### src/hdl/psa_pkg.sv
// Shared types and constants for the shoelace polygon area block.
// Used by the front, queue and back modules and the top level.
`timescale 1ns / 1ps

package psa_pkg;

   localparam int CoordBits    = 24;
   localparam int TermBits     = CoordBits + 1;
   localparam int ProdBits     = 2 * TermBits;
   localparam int SumBits      = 64;
   localparam int AreaBits     = 63;
   localparam int OddBits      = 32;
   localparam int QueueDepth   = 4;
   localparam int QueuePtrBits = $clog2(QueueDepth);
   localparam int QueueCntBits = $clog2(QueueDepth + 1);
   localparam int ReqDataBits  = ((2 * CoordBits + 7) / 8) * 8;
   localparam int RspDataBits  = ((2 * AreaBits + 1 + 7) / 8) * 8;

   typedef logic signed [CoordBits-1:0] coord_type;
   typedef logic signed [TermBits-1:0]  term_type;
   typedef logic signed [ProdBits-1:0]  prod_type;
   typedef logic signed [SumBits-1:0]   sum_type;
   typedef logic [AreaBits-1:0]         area_type;
   typedef logic [OddBits-1:0]          odd_count_type;

   // One vertex after classification: the factors of its edge term and of
   // the closing edge back to the start vertex.
   typedef struct packed {
      term_type edge_dx;
      term_type edge_sy;
      term_type close_dx;
      term_type close_sy;
      logic     first;
      logic     last;
   } edge_item_type;

endpackage

### src/hdl/psa_queue.sv
// Short queue between front and back of the shoelace area block.
// Depends on psa_pkg for the item type and depth.
`timescale 1ns / 1ps

module psa_queue (
   input  logic                   clock,
   input  logic                   reset,
   input  logic                   push,
   input  psa_pkg::edge_item_type push_item,
   output logic                   full,
   input  logic                   pop,
   output logic                   empty,
   output psa_pkg::edge_item_type pop_item
);
   import psa_pkg::*;

   edge_item_type               slot_ff [QueueDepth];
   logic [QueuePtrBits-1:0]     wr_ptr_ff, rd_ptr_ff;
   logic [QueueCntBits-1:0]     count_ff;

   assign full     = (count_ff == QueueCntBits'(QueueDepth));
   assign empty    = (count_ff == '0);
   assign pop_item = slot_ff[rd_ptr_ff];

   always_ff @(posedge clock) begin
      if (push) begin
         slot_ff[wr_ptr_ff] <= push_item;
      end
   end

   always_ff @(posedge clock) begin
      if (reset) begin
         wr_ptr_ff <= '0;
         rd_ptr_ff <= '0;
         count_ff  <= '0;
      end else begin
         if (push) begin
            wr_ptr_ff <= wr_ptr_ff + 1'b1;
         end
         if (pop) begin
            rd_ptr_ff <= rd_ptr_ff + 1'b1;
         end
         if (push && !pop) begin
            count_ff <= count_ff + 1'b1;
         end else if (pop && !push) begin
            count_ff <= count_ff - 1'b1;
         end
      end
   end

endmodule

### config.mk
export PLATFORM = sky130hd
export DESIGN_NAME = psa_queue
export DESIGN_NICKNAME = d
export VERILOG_FILES = /design/src/hdl/psa_pkg.sv /design/src/hdl/psa_queue.sv
export SDC_FILE = /design/constraint.sdc
export NUM_CORES = 1
export LEC_CHECK = 0
export ABC_AREA = 1
export BUFFER_PORTS_ARGS = -buffer_cell sky130_fd_sc_hd__clkbuf_2
export CAP_MARGIN = 20
export CORE_ASPECT_RATIO = 1.5
export CORE_MARGIN = 10
export CORE_UTILIZATION = 25
export DETAILED_ROUTE_END_ITERATION = 10
export PLACE_DENSITY = 0.4
export SLEW_MARGIN = 10
export SYNTH_ARGS = -nofsm -noshare
export SYNTH_HDL_FRONTEND = slang
export SYNTH_SLANG_ARGS = --single-unit
### constraint.sdc
create_clock -name clock -period 4.2 [get_ports clock]
set_clock_uncertainty 0.1 [all_clocks]
set_input_delay 0 -clock clock [delete_from_list [all_inputs] [get_ports clock]]
set_output_delay 0 -clock clock [all_outputs]
set_load 0.005 [all_outputs]
==> results.py <==
metrics = {
    "global_routing": {
        "gr-total-overflow": 0,
        "grt_pass1_vias": 10170,
        "grt_pass1_wl_mm": 63.19,
        "grt_usage_pct": 11.16,
        "grt_max_degree": 205,
        "grt_antenna_before_repair": 2,
    },
    "critical_path": {
        "slowest_delay_ns": 0.96,
        "critPathCaptureType": "output port",
        "cp.required_ns": 4.10,
        "path_class": "reg -> out",
        "crit_chain": "clkinv_2, buf_12, o21ai_1, o22ai_1, clkbuf_2",
        "cp_max_fo": 52,
        "cp.arrival_ns": 3.26,
        "start_kind": "flip-flop",
        "cp_slowest_cell": "clkinv_2",
    },
    "floorplan": {
        "start_util_pct": 25.33,
        "ios": 210,
        "die_w_um": 223.4,
        "dieArea_um2": 72620,
        "rows": 111,
        "core-area_um2": 61250,
        "dieHeight_um": 325.1,
    },
    "drt": {
        "dr.pass1.iters": 4,
        "vias": 9637,
        "drt_iter0_markers": 459,
        "routed_via_density": 4.427,
        "drtAntennaViolNets": 0,
        "totalWireLength_mm": 41.82,
        "routed.top_layer": "met5",
        "wl_met3_mm": 1.903,
        "wire_per_inst_um": 19.21,
        "remaining_drc_errors": 0,
        "met2WireLength_mm": 20.89,
        "wl_met1_mm": 18.13,
    },
    "clock_network": {
        "htreeDepth": 2,
        "numCtsBuffers": 43,
        "cts_setup_buffers": 0,
        "clk_path_buf_depth": 3,
        "clock_insertion_delay_worst_skew_ns": 0.56,
        "root_buffer": "clkbuf_16",
        "cts_tree": "built",
        "cts.clk_slew.worst_paths_ns": 0.06,
        "clkSinkCount": 417,
    },
    "sta": {
        "worstMarginPinSlew_ns": 0.9798,
        "fin_crit_sh_pct": 80.06,
        "fin_crit_ns": 3.363,
        "setup_tns_ns": 0,
        "fmax_mhz": 297.4,
        "relSlewSlack_pct": 34.60,
        "hold_violations": 0,
        "hold_ws_ns": 0.1004,
        "rsz0062_at_grt": "false",
        "slew_viol_final": 0,
        "finalSetupViolCount": 0,
    },
    "yosys": {
        "yosysTopAreaCellShare_pct": 78.98,
        "synthTopCellsByArea": "edfxtp_1 79%, nor2_1 5.1%, o21ai_0 4.8%",
        "ys_ff_latch": 417,
        "synth_top_cell_by_area": "edfxtp_1",
        "ys_types": 20,
        "netlist_area_um2": 15510,
        "ys_seq_area_share_pct": 80.14,
        "yosys_warnings": 0,
        "avgSynthCellArea_um2": 14.86,
        "synth_nets": 1156,
        "syn_inst": 1044,
    },
    "hold_path": {
        "hp-class": "in -> reg",
    },
    "power_and_ir_drop": {
        "sw_frac_of_total_pct": 22.98,
        "combPwrFrac_pct": 9.2,
        "p_int_mw": 7.374,
        "p_clk_share_pct": 40.6,
        "ir_drop_mv": 0.3461,
        "power_density_nw_per_um2": 481.8,
        "p_seq_share_pct": 50.2,
        "power_switching_mw": 2.200,
        "power.leakage_nw": 6.899,
    },
    "layout": {
        "nNetsFinal": 1463,
        "areaGrowthSynthToFinish_pct": 28.09,
        "drive_above_1_share_pct": 21.00,
        "final_common_cell": "edfxtp_1",
        "final_cell_mix": "408 x edfxtp_1, 210 x nor2_1, 209 x clkbuf_2",
        "diodes": 0,
    },
    "placement": {
        "place_hpwl_mm": 23.23,
        "numPortBuffers": 209,
        "gp_congestion": 0.6779,
    },
    "run": {
        "drv_cap": 0,
    },
    "status": {
        "status": "finished clean",
    },
}
[power by group through the flow]
stage	Combinational, mW	Clock, mW	Sequential [mW]
floorplan	0.408	0	4.89
global placement	0.839	0	4.89
detailed placement	0.843	0	4.90
CTS	0.931	4.02	4.81
global route	1.00	4.17	4.82
finish	0.885	3.88	4.81
[cells by family (layout without fill, tap and decap cells)]
family                     after synthesis  count (layout)  synth area share [%]
DFF                                    417             417                 80.14
and+or+nand+nor                        223             223                 5.436
xor gates and xnor gates                 1               1               0.05647
buffers and inverters                   83             425                 2.880
adders and majority gates                6               6                0.5323
AOI/OAI and AO/OA                      314             314                 10.95
[metal layers]
metal / GRT usage [%] / up-vias
met5: 0 / -
met4: 3.510 / 4
met3: 2.363 / 61
met2: 19.15 / 204
met1: 13.67 / 4795
li1: - / 4573
[area by class of cell]
cell class	count	area, um2
clock buffer	49	1120
clock inverter	31	315.3
fill	6089	41380
inverter	17	80.08
multi-input combinational	544	2634
sequential	417	12440
tap	791	989.7
timing repair buffer	328	2292
[stage by stage]
| stage | worst slack, ns | power, mW | instances | instance area (um2) | utilization, % |
|---|---|---|---|---|---|
| floorplan | 1.087 | 5.299 | 1044 | 15510 | - |
| global placement | 1.199 | 5.733 | 1991 | 17370 | 28.37 |
| detailed placement | 1.171 | 5.739 | 1991 | 17370 | 28.37 |
| CTS | 0.5362 | 9.761 | 2177 | 19870 | 32.44 |
| global route | 0.4509 | 9.988 | 2177 | 19870 | 32.44 |
| finish | 0.8374 | 9.574 | 2177 | 19870 | 32.44 |
[cells in the mapped netlist]
master,number
edfxtp_1,408
nor2_1,210
o21ai_0,149
o22ai_1,102
o21ai_1,60
clkbuf_1,30
buf_2,19
inv_1,16
buf_6,14
dfxtp_1,9
nand2_1,9
ha_1,5
a21oi_1,3
clkbuf_2,3
nor3_1,2
fa_1,1
inv_4,1
nand3_1,1
nand4_1,1
xor2_1,1
[timing repair]
action                                 4_1_cts  5_1_grt
resized for setup                            0        0
endpoints found under the hold margin      453        0
hold buffers                               106        0
[worst max-delay path: cells and delay by family, from the launching register on]
| family | cells | cell delay [ns] |
|---|---|---|
| flops | 1 | 0.79 |
| buf+inv | 3 | 1.63 |
| compound gates | 2 | 0.26 |
[path summary, 6_finish.rpt]
check	endpoint	slack (ns)	depth (start not counted)	start
worst max-delay path	pop_item[20]	0.84	5	flip-flop
worst min-delay path	slot_ff[0][92]	0.10	2	push_item[92]
worst max register to register	slot_ff[3][60]	2.05	4	wr_ptr_ff[0]
worst min register to register	flip-flop	0.34	1	rd_ptr_ff[1]
[state kept, by name, indices dropped and copies added (netlist names), named ones only]
| signal | cells |
|---|---|
| slot_ff | 408 |
| count_ff | 3 |
| rd_ptr_ff | 2 |
| wr_ptr_ff | 2 |
Note: power is estimated with default switching activity, not from simulation.
