`src/hdl/psa_pkg.sv`:
```
// Shared types and constants for the shoelace polygon area block.
// Used by the front, queue and back modules and the top level.
`timescale 1ns / 1ps

package psa_pkg;

   localparam int CoordBits    = 24;
   localparam int TermBits     = CoordBits + 1;
   localparam int ProdBits     = 2 * TermBits;
   localparam int SumBits      = 64;
   localparam int AreaBits     = 63;
   localparam int OddBits      = 32;
   localparam int QueueDepth   = 4;
   localparam int QueuePtrBits = $clog2(QueueDepth);
   localparam int QueueCntBits = $clog2(QueueDepth + 1);
   localparam int ReqDataBits  = ((2 * CoordBits + 7) / 8) * 8;
   localparam int RspDataBits  = ((2 * AreaBits + 1 + 7) / 8) * 8;

   typedef logic signed [CoordBits-1:0] coord_type;
   typedef logic signed [TermBits-1:0]  term_type;
   typedef logic signed [ProdBits-1:0]  prod_type;
   typedef logic signed [SumBits-1:0]   sum_type;
   typedef logic [AreaBits-1:0]         area_type;
   typedef logic [OddBits-1:0]          odd_count_type;

   // One vertex after classification: the factors of its edge term and of
   // the closing edge back to the start vertex.
   typedef struct packed {
      term_type edge_dx;
      term_type edge_sy;
      term_type close_dx;
      term_type close_sy;
      logic     first;
      logic     last;
   } edge_item_type;

endpackage

```
`src/hdl/psa_front.sv`:
```
// Front part: accepts vertices, tracks start and prior vertex, forms the
// edge and closing-edge factors. Depends on psa_pkg.
`timescale 1ns / 1ps

module psa_front (
   input  logic                   clock,
   input  logic                   reset,
   input  logic                   accept,
   input  psa_pkg::coord_type     coord_x,
   input  psa_pkg::coord_type     coord_y,
   input  logic                   first_vertex,
   input  logic                   last_vertex,
   output psa_pkg::edge_item_type item
);
   import psa_pkg::*;

   coord_type start_x_ff, start_y_ff, prior_x_ff, prior_y_ff;
   coord_type start_x_sel, start_y_sel;

   // A first vertex is its own start vertex.
   assign start_x_sel = first_vertex ? coord_x : start_x_ff;
   assign start_y_sel = first_vertex ? coord_y : start_y_ff;

   always_comb begin
      item.edge_dx  = term_type'(prior_x_ff) - term_type'(coord_x);
      item.edge_sy  = term_type'(prior_y_ff) + term_type'(coord_y);
      item.close_dx = term_type'(coord_x) - term_type'(start_x_sel);
      item.close_sy = term_type'(coord_y) + term_type'(start_y_sel);
      item.first    = first_vertex;
      item.last     = last_vertex;
   end

   always_ff @(posedge clock) begin
      if (reset) begin
         start_x_ff <= '0;
         start_y_ff <= '0;
         prior_x_ff <= '0;
         prior_y_ff <= '0;
      end else if (accept) begin
         start_x_ff <= start_x_sel;
         start_y_ff <= start_y_sel;
         prior_x_ff <= coord_x;
         prior_y_ff <= coord_y;
      end
   end

endmodule

```
`config.mk`:
```
export PLATFORM = sky130hd
export DESIGN_NAME = psa_front
export DESIGN_NICKNAME = d
export VERILOG_FILES = /design/src/hdl/psa_pkg.sv /design/src/hdl/psa_front.sv
export SDC_FILE = /design/constraint.sdc
export NUM_CORES = 1
export LEC_CHECK = 0
export ABC_CLOCK_PERIOD_IN_PS = 5300
export CAP_MARGIN = 30
export CORE_MARGIN = 2
export CORE_UTILIZATION = 40
export CTS_CLUSTER_DIAMETER = 120
export DETAILED_ROUTE_END_ITERATION = 16
export DONT_BUFFER_PORTS = 1
export HOLD_SLACK_MARGIN = 0.02
export PLACE_DENSITY = 0.59
export SYNTH_ARGS = -nofsm -noshare
export SYNTH_HDL_FRONTEND = slang
export SYNTH_SLANG_ARGS = --single-unit
```
`constraint.sdc`:
```
create_clock -name clock -period 5.3 [get_ports clock]
set_input_delay 0.795 -clock clock [delete_from_list [all_inputs] [get_ports clock]]
set_output_delay 0.795 -clock clock [all_outputs]
set_load 0.01 [all_outputs]
```
==> results.txt <==
- Based on the critical path, the design can be clocked at up to 231 MHz.
* Overflow after GRT: 0
* VDD IR-drop max: approximately 0.15 mV
* Critical path arrival: 3.53 ns
* Inserted Clock Buffers: 9
- In the synthesized netlist the dominant register cell turns out to be dfxtp_1.
- Sinks on the clock net: 96
- Via density per instance: 5.58
* Leak: 4.40 nW
* Pins over their slew limit: 0
- Fraction of layout instances using a drive strength above 1: 6.62%
* Clk_lat worst skew: 0.35 ns
* CTS tree: built
- Number of placed I/O pins: around 160
- Critical Path Most Common Cell: o21ai_1
- In the routed design, unresolved DRC markers number 0.
- STA classifies the critical path endpoint as a primary output.
- Outcome: completed
* Async S/R FF share, synth: 0%
- The number of nets in the synthesized netlist is 1,243.
* Antenna violations before repair: 0
- Met3 demand-to-capacity share in global routing: 4.57%
- Post-CTS timing repair inserted 0 buffers for setup.
* Height of the chip: roughly 150 um
* Final-layout setup total negative slack: 0 ns
- Gate Count Post-Synth: 1,090
- Number of failing hold endpoints at the final stage: 0
- Avg WL per Cell: 16.2 um
- Synthesis inferred 96 register bits.
* Slack of the worst reg-to-reg path: 4.36 ns
- Antenna diode instance count: 0
* Detailed Routing Iterations Pass 1: 7
* Synthesized cell area: 8990 um^2
- CTS hold repair buffers: 0
* Endpoint of the worst register-to-register path: start_y_ff[1]
* Cell breakdown of the critical path: mux2_2, ha_1, fa_1, a21o_1, a21oi_2, o211a_1, o21ai_1, a221oi_1, o21ai_1, xor2_1
* Crit path from: first_vertex
- Most common cell after layout, fill and taps aside: nor2_1
* Power Dens Cells: 253 nW/um^2
- The top cell types in the final layout, fill and taps aside, are 144 x nor2_1, 98 x mux2i_1, 96 x ha_1, 96 x dfxtp_1, 70 x a21oi_1.
* Routed via count: 7,462
- The congestion estimate from routability-driven global placement came to 0.879.
* Clock period minus final worst setup slack: 4.32 ns
* Reported max-cap violation count: 0
- The synthesized design contains 0 enable-type register cells.
- Initial core utilization: about two fifths
- The die is 154 um wide.
- In this run the tightest slew margin relative to its limit is around 63%.
- Gates resized during post-CTS repair numbered 0.
- Die area: 23,700 um^2
- Setup repair after global routing missed its margin: no
- Violation count after the first detailed-route iteration: 403
- For met2 alone, demand over resource in global routing was 31.0%.
- M1 GR Usage: 22.9%
- For the pin with the worst max-slew slack, the measured transition is around 0.54 ns.
- Slowest library cell on the worst path: a221oi_1
* Mean instance size in the synthesized netlist: 8.25 um^2
- The tightest min-delay check is of the flip-flop to flip-flop type.
* Startpoint-to-endpoint class of the critical path: primary input to primary output
- The count of nets left with antenna violations once routing finished came out at 0.
- Depth of the CTS H-tree: 3
* Final-stage net count: 1,206
- Worst reg2reg path startpoint: start_y_ff[1]
- For the worst setup path, the data required time is 4.51 ns.
- Buffer cell driving the clock tree root: clkbuf_16
* Sequential cell area fraction in the yosys report: a little over a fifth
- Global-route wire length before repair: 35,700 um
* GRT Total Usage: about 18%
* Placed Instance Area: 9100 um^2
* Number of global-route vias before repair: 7,194
- For this run, the slowest stage of the critical path takes 0.44 ns.
* Most heavily used metal layer in global routing: met2
- With fillers left out, the area of the finished cells amounts to 9390 um^2.
- After clock tree synthesis, the clock-pin slew on the worst setup and hold paths is 0.06 ns.
* Number of cell rows: 54
* Register-to-Register Path Depth: 3
* Post-route clock skew: 0 ns
- Ys Warns: 0
- Placeable core area: 22,000 um^2
- STA classifies the critical path startpoint as a primary input.
- Largest net degree at the start of global routing: between 100 and 150
- In this run the worst path has a maximum fanout of 49.
- Final setup fails: 0
- Detailed placement ended at an HPWL of 16,800 um.
* Layout Area Growth over Synthesis: 4.47%
* Worst setup path endpoint: item[20]
* Clock tree buffer depth: 2
- The routed design has 21,700 um of wire.
- Buffers placed on the I/O ports in this run total 0.
- The netlist uses between 70 and 80 different library cells.
* Final cycle utilization of the critical path: 81.5%
-- synthesized netlist by cell type (all sizes together), types with 3 or more instances --
master,number,area share (%)
a31oi,15,1.3
a221oi,4,0.46
a21oi,77,4.6
nand2b,10,0.70
o21a,7,0.58
ha,96,13
o31ai,7,0.75
clkbuf,29,1.3
buf,18,1.2
and4,4,0.39
xor2,26,2.5
nor3,14,0.78
inv,56,2.3
nand2,60,2.5
a211o,3,0.29
nor2b,11,0.77
o31a,4,0.39
mux2i,98,11
xnor2,47,4.6
nor3b,3,0.25
o21bai,10,0.96
a211oi,31,2.6
nor2,144,6.0
a2111oi,4,0.46
or3,3,0.21
nand3,10,0.61
and3,7,0.50
o21ai,54,3.2
nand4,14,0.97
fa,4,0.89
a311oi,3,0.43
a21o,53,4.4
o211ai,6,0.50
dfxtp,96,21
mux2,27,3.4
a21boi,5,0.42
-- worst max-delay path, delay by kind of cell --
family	cells	cell delay (ns)
compound gates	6	1.34
mux	1	0.35
xor+xnor	1	0.36
fa+ha+maj	2	0.64
-- per-stage QoR --
| stage | hold slack [ns] | worst slack (ns) | total power, mW | instances | utilization, % |
|---|---|---|---|---|---|
| 6_report | 0.478 | 0.978 | 2.37 | 1338 | 42.8 |
| 5_1_grt | 0.494 | 0.796 | 2.54 | 1338 | 42.8 |
| 4_1_cts | 0.480 | 1.01 | 2.40 | 1338 | 42.8 |
| 3_5_place_dp | 0.472 | 1.02 | 1.74 | 1322 | 41.5 |
| 3_3_place_gp | 0.466 | 1.09 | 1.74 | 1322 | 41.5 |
| 2_1_floorplan | 0.456 | 1.06 | 1.61 | 1090 | - |
-- logic make-up (layout without fill, tap and decap cells) --
kind of cell,Yosys count,in the layout,synth area share [%]
DFF,96,96,21.4
muxes,125,125,14.3
buffers and inverters,104,72,4.98
xor gates and xnor gates,73,73,7.11
adders and majority gates,100,100,14.3
and+or+nand+nor,291,291,14.6
AOI/OAI and AO/OA,301,301,23.4
-- report_power, final --
part | switching, mW | internal (mW)
Combinational | 0.572 | 0.365
Sequential | 0.0224 | 0.766
Clock | 0.285 | 0.364
-- per-layer routing --
| metal | vias up | share of wire [%] |
|---|---|---|
| met5 | - | 0 |
| met4 | 0 | 1.9 |
| met3 | 30 | 5.2 |
| met2 | 122 | 47 |
| met1 | 3425 | 46 |
| li1 | 3885 | - |
-- state kept, by name (all words and copies together) (netlist names) --
register and cells:
start_x_ff 24, start_y_ff 24, prior_y_ff 24, prior_x_ff 24
-- worst min path at each step --
stage | end | startpoint | depth (start not counted) | slack, ns
2_1_floorplan | start_x_ff[0] | start_x_ff[0] | 2 | 0.46
3_3_place_gp | start_x_ff[2] | start_x_ff[2] | 2 | 0.47
3_5_place_dp | start_x_ff[10] | start_x_ff[10] | 2 | 0.47
4_1_cts | start_x_ff[10] | start_x_ff[10] | 2 | 0.48
5_1_grt | start_x_ff[2] | start_x_ff[2] | 2 | 0.49
6_report | start_x_ff[13] | start_x_ff[13] | 2 | 0.48
-- layout make-up --
| class | count | area (um^2) |
|---|---|---|
| Tap cell | 280 | 350 |
| Fill cell | 2202 | 12600 |
| Sequential cell | 96 | 1920 |
| Multi-Input combinational cell | 890 | 6620 |
| Clock inverter | 6 | 60.1 |
| Clock buffer | 10 | 229 |
| Inverter | 56 | 210 |
No activity file was read; power rests on OpenSTA's default activity.
