**config.mk**
```make
export PLATFORM = sky130hd
export DESIGN_NAME = psa_back
export DESIGN_NICKNAME = d
export VERILOG_FILES = /design/src/hdl/psa_pkg.sv /design/src/hdl/psa_back.sv
export SDC_FILE = /design/constraint.sdc
export NUM_CORES = 2
export LEC_CHECK = 0
export ABC_AREA = 0
export BUFFER_PORTS_ARGS = -buffer_cell sky130_fd_sc_hd__buf_4
export CORE_AREA = 2 2 436 330
export DETAILED_ROUTE_END_ITERATION = 7
export DIE_AREA = 0 0 438 332
export MAX_ROUTING_LAYER = met4
export PLACE_DENSITY = 0.79
export SETUP_SLACK_MARGIN = 0.15
export SLEW_MARGIN = 20
export SYNTH_ARGS = -nofsm -noshare
export SYNTH_HDL_FRONTEND = slang
export SYNTH_SLANG_ARGS = --single-unit
```
**constraint.sdc**
```tcl
create_clock -name clock -period 9.8 [get_ports clock]
set_clock_uncertainty 0.2 [all_clocks]
set_input_delay 1.96 -clock clock [delete_from_list [all_inputs] [get_ports clock]]
set_output_delay 1.96 -clock clock [all_outputs]
set_load 0.02 [all_outputs]
```
**src/hdl/psa_pkg.sv**
```systemverilog
// Shared types and constants for the shoelace polygon area block.
// Used by the front, queue and back modules and the top level.
`timescale 1ns / 1ps

package psa_pkg;

   localparam int CoordBits    = 24;
   localparam int TermBits     = CoordBits + 1;
   localparam int ProdBits     = 2 * TermBits;
   localparam int SumBits      = 64;
   localparam int AreaBits     = 63;
   localparam int OddBits      = 32;
   localparam int QueueDepth   = 4;
   localparam int QueuePtrBits = $clog2(QueueDepth);
   localparam int QueueCntBits = $clog2(QueueDepth + 1);
   localparam int ReqDataBits  = ((2 * CoordBits + 7) / 8) * 8;
   localparam int RspDataBits  = ((2 * AreaBits + 1 + 7) / 8) * 8;

   typedef logic signed [CoordBits-1:0] coord_type;
   typedef logic signed [TermBits-1:0]  term_type;
   typedef logic signed [ProdBits-1:0]  prod_type;
   typedef logic signed [SumBits-1:0]   sum_type;
   typedef logic [AreaBits-1:0]         area_type;
   typedef logic [OddBits-1:0]          odd_count_type;

   // One vertex after classification: the factors of its edge term and of
   // the closing edge back to the start vertex.
   typedef struct packed {
      term_type edge_dx;
      term_type edge_sy;
      term_type close_dx;
      term_type close_sy;
      logic     first;
      logic     last;
   } edge_item_type;

endpackage

```
**src/hdl/psa_back.sv**
```systemverilog
// Back part: multiplies, accumulates the doubled area, takes magnitude,
// keeps saturating totals and holds the result register. Depends on psa_pkg.
`timescale 1ns / 1ps

module psa_back (
   input  logic                   clock,
   input  logic                   reset,
   input  logic                   queue_empty,
   input  psa_pkg::edge_item_type queue_item,
   output logic                   pop,
   output logic                   rsp_valid,
   input  logic                   rsp_ready,
   output psa_pkg::area_type      rsp_area,
   output logic                   rsp_half,
   output psa_pkg::area_type      rsp_total
);
   import psa_pkg::*;

   logic          adv;
   // stage 1: products
   logic          v1_ff, first1_ff, last1_ff;
   prod_type      eprod_ff, cprod_ff;
   // stage 2: term to add
   logic          v2_ff, first2_ff, last2_ff;
   sum_type       term_ff;
   // stage 3: running doubled area
   logic          l3_ff;
   sum_type       sum_ff;
   // stage 4: magnitude
   logic          l4_ff;
   logic [SumBits-1:0] mag_ff;
   // stage 5: totals
   logic          l5_ff;
   area_type      area_ff, floored_total_ff;
   logic          half_ff;
   odd_count_type odd_count_ff;
   // output register
   logic          rsp_valid_ff, rsp_half_ff;
   area_type      rsp_area_ff, rsp_total_ff;

   sum_type            term_in, sum_in;
   logic [SumBits-1:0] mag_in, floored_sum, total_sum;
   area_type           area_in, floored_total_in, rsp_total_in;
   odd_count_type      odd_count_in;

   // Hold the whole back part while a result waits to be taken.
   assign adv = !rsp_valid_ff || rsp_ready;
   assign pop = adv && !queue_empty;

   always_comb begin
      term_in = (first1_ff ? sum_type'(0) : sum_type'(eprod_ff))
              + (last1_ff ? sum_type'(cprod_ff) : sum_type'(0));
      sum_in  = (first2_ff ? sum_type'(0) : sum_ff) + term_ff;
      mag_in  = sum_ff[SumBits-1] ? (~sum_ff + 1'b1) : sum_ff;
      area_in = mag_ff[SumBits-1:1];

      floored_sum = {1'b0, floored_total_ff} + {1'b0, area_in};
      floored_total_in = floored_sum[SumBits-1] ? '1 : floored_sum[AreaBits-1:0];
      odd_count_in = (mag_ff[0] && odd_count_ff != '1) ? odd_count_ff + 1'b1
                                                         : odd_count_ff;

      total_sum = {1'b0, floored_total_ff} + SumBits'(odd_count_ff[OddBits-1:1]);
      rsp_total_in = total_sum[SumBits-1] ? '1 : total_sum[AreaBits-1:0];
   end

   always_ff @(posedge clock) begin
      if (adv) begin
         eprod_ff  <= queue_item.edge_dx * queue_item.edge_sy;
         cprod_ff  <= queue_item.close_dx * queue_item.close_sy;
         first1_ff <= queue_item.first;
         last1_ff  <= queue_item.last;
         term_ff   <= term_in;
         first2_ff <= first1_ff;
         last2_ff  <= last1_ff;
         if (l3_ff) begin
            mag_ff <= mag_in;
         end
         if (l4_ff) begin
            area_ff <= area_in;
            half_ff <= mag_ff[0];
         end
         if (l5_ff) begin
            rsp_area_ff  <= area_ff;
            rsp_half_ff  <= half_ff;
            rsp_total_ff <= rsp_total_in;
         end
      end
   end

   always_ff @(posedge clock) begin
      if (reset) begin
         v1_ff            <= 1'b0;
         v2_ff            <= 1'b0;
         l3_ff            <= 1'b0;
         l4_ff            <= 1'b0;
         l5_ff            <= 1'b0;
         rsp_valid_ff     <= 1'b0;
         sum_ff           <= '0;
         floored_total_ff <= '0;
         odd_count_ff     <= '0;
      end else if (adv) begin
         v1_ff        <= pop;
         v2_ff        <= v1_ff;
         l3_ff        <= v2_ff && last2_ff;
         l4_ff        <= l3_ff;
         l5_ff        <= l4_ff;
         rsp_valid_ff <= l5_ff;
         if (v2_ff) begin
            sum_ff <= sum_in;
         end
         if (l4_ff) begin
            floored_total_ff <= floored_total_in;
            odd_count_ff     <= odd_count_in;
         end
      end
   end

   assign rsp_valid = rsp_valid_ff;
   assign rsp_area  = rsp_area_ff;
   assign rsp_half  = rsp_half_ff;
   assign rsp_total = rsp_total_ff;

`ifndef SYNTHESIS
   a_floored_monotonic: assert property (@(posedge clock) disable iff (reset)
      $past(!reset) |-> floored_total_ff >= $past(floored_total_ff))
      else $error("floored total decreased");

   a_odd_monotonic: assert property (@(posedge clock) disable iff (reset)
      $past(!reset) |-> odd_count_ff >= $past(odd_count_ff))
      else $error("odd polygon count decreased");

   a_stall_holds_sum: assert property (@(posedge clock) disable iff (reset)
      (rsp_valid_ff && !rsp_ready) |=> $stable(sum_ff) && $stable(l5_ff))
      else $error("accumulator moved while result stalled");

   a_no_pop_on_stall: assert property (@(posedge clock) disable iff (reset)
      (rsp_valid_ff && !rsp_ready) |-> !pop)
      else $error("queue popped while result stalled");
`endif

endmodule
```
==> flow_summary.ini <==
[critical_path]
reg2reg_setup_slack_ps = 4890
r2r_cells = 13
timing.rr.end = term_ff[53]
setup.worst_path.start_class = primary input
arrival_ps = 9100
worstSetupPathType = in -> reg
reg2reg_from = first1_ff
cp-end-kind = register
crit_required_ps = 9970
path_max_fanout = 20

[global_routing]
grt_pass1_vias = 60643
antenna_found_initial = 2
grt-ovfl-total = 0
grt_first_pass_wirelength_mm = 328
grt_max_degree = 87
grt.total_usage_pct = 29.3

[logic_synthesis]
synthesis.area_mm2 = 0.0785
synthFlopType = edfxtp_1
ys_seq_elements = 588
synth_edf_count = 423
syn_inst = 8158
yosysMostFrequentCell = inv_1
synth_nets = 10075
synth_area_leaders = fa_1 34%, edfxtp_1 16%, ha_1 7.8%, inv_1 6.5%, and2_1 5.4%
yosysSeqAreaShare_pct = 20.4
async_flop_share_pct = 0
synth_top_cell_by_area = fa_1
synth_cell_types = 98
ys_warn_count = 0
synth.avg_cell_area_um2 = 9.62
yosys-top-cells-count = 1351 x inv_1, 1320 x fa_1, 962 x nand2_1
synth_top_area_share_pct = 33.7

[clocking]
cts_buffers = 60
cts_resized = 0
clockBufferDepth = 3
hold_buffers = 0
cts_root_buffer = clkbuf_16
cts.sinks = 588
path_clk_slew_ps = 60
insertion_delay_ps = 690
cts_tree = built
htreeDepth = 2
post_cts_buffers = 0

[placed_design]
io_buffers = 234
dpl.hpwl_mm = 163
gp_congestion = 0.947

[die]
core_mm2 = 0.141
fp.dieH_um = 332
dieArea_mm2 = 0.145
initial_core_util_pct = 55.5
ios = 235
die_w_um = 438
rows = 120

[hold_path]
holdPathEnd = rsp_area[41]
hold_start = area_ff[41]
hold_path_depth = 0
min_path_type = reg -> reg

[outcome]
status = finished clean

[sta]
worst_slew_pin_slew_ps = 1130
finalMaxSlewViolations = 0
period_share_pct = 91.1
min_period_ps = 8930
rsz0062_at_grt = false
hold_viol_final = 0
setup_viol = 0
max_freq_mhz = 112
relSlewSlack_pct = 25.0
tns_ps = 0

[cells_and_area]
antenna_cells = 0
final_nets = 10072
syn_to_final_growth_pct = 6.67
ff_latch_area_mm2 = 0.0160
final_layout_size_suffix_gt1_share_pct = 5.47
post-route-util_pct = 59.2
fillers = 11836
multiInputGateArea_mm2 = 0.0561

[route]
drc = 0
wl_met3_mm = 16.1
drtPass1Iterations = 6
antenna_left = 0
totalWireLength_mm = 203
drt_first_iter_violations = 4510
vias = 57705
wl_per_cell_um = 20.1
vias_per_cell = 5.72
dr_wl_met2_mm = 95.4
routed.top_layer = met4
drt-met1-wl_mm = 86.4

[job]
max-cap-violations = 0
## per-layer routing
metal	vias to the layer above	global-route usage [%]
met5	-	-
met4	0	7.07
met3	411	3.99
met2	2348	46.5
met1	28949	40.1
li1	25997	-
## per-stage QoR
step	hold slack, ps	worst slack (ps)	std cells	cell area (um2)
after floorplan	200	908	8158	78500
after global placement	201	415	9984	81600
after detailed placement	205	275	9984	81600
after CTS	219	941	10097	83700
after global routing	222	463	10097	83700
final	219	870	10097	83700
## worst max-delay path by stage
stage / from / end / slack, ps
after floorplan: queue_item[56] / eprod_ff[43] / 910
final: queue_item[6] / cprod_ff[48] / 870
after global routing: queue_item[88] / eprod_ff[43] / 460
after global placement: queue_item[6] / cprod_ff[48] / 420
after detailed placement: queue_item[89] / eprod_ff[43] / 280
after CTS: queue_item[6] / cprod_ff[48] / 940
## cells by family after synthesis
family                     count (synthesis)  share of synthesized area (%)
xor gates and xnor gates                 381                           4.25
and+or+nand+nor                         2442                           15.7
buffers and inverters                   1698                           8.14
adders and majority gates               1811                           41.5
AOI/OAI and AO/OA                       1221                           9.80
DFF                                      588                           20.4
muxes                                     17                          0.236
## layout make-up
class / instances / area share [%]
clock inverter: 41 / 0.617
sequential: 588 / 19.1
timing repair buffer: 278 / 2.49
inverter: 1355 / 6.08
clock buffer: 72 / 1.86
tap: 1891 / 2.83
multi-input combinational: 5872 / 67.0
## critical path, cell delays in order
cell      delay, ps
buf_4           290
nand2_1         130
fa_1            550
inv_1            50
fa_1            480
inv_1            60
fa_1            530
inv_1            60
fa_1            500
inv_1            50
fa_1            520
inv_1            50
fa_1            400
fa_1            420
ha_1            400
a21o_1          210
a21o_1          180
a21oi_1         190
o21ai_0         230
a311oi_1        430
a2111o_1        280
a31oi_1         140
or2_2           340
a41oi_1         310
o211ai_1        160
xor2_1          150
## flip-flops by register name (all words and copies together), names as in the netlist, 32 cells and up
name and flops:
eprod_ff 50, sum_ff 64, rsp_total 63, rsp_area 63
odd_count_ff 32, area_ff 63, mag_ff 64, cprod_ff 50
term_ff 64, floored_total_ff 63
## cell usage in the layout (no fill, tap or decap), types with 60 or more instances in the layout
cell type  instances
dfxtp_1          164
ha_1             491
edfxtp_1         423
inv_1           1350
fa_1            1320
nor2_1           246
a21o_1           185
buf_4            278
nand2_1          961
xor2_1           125
and2_1           677
a21oi_1          428
nand3_1           86
xnor2_1          256
o21ai_0          248
clkbuf_16         60
nor2b_1          143
Power is left out: the tool's default activity adds up to more than one toggle a clock period on the data nets, which glitch-free logic cannot reach.
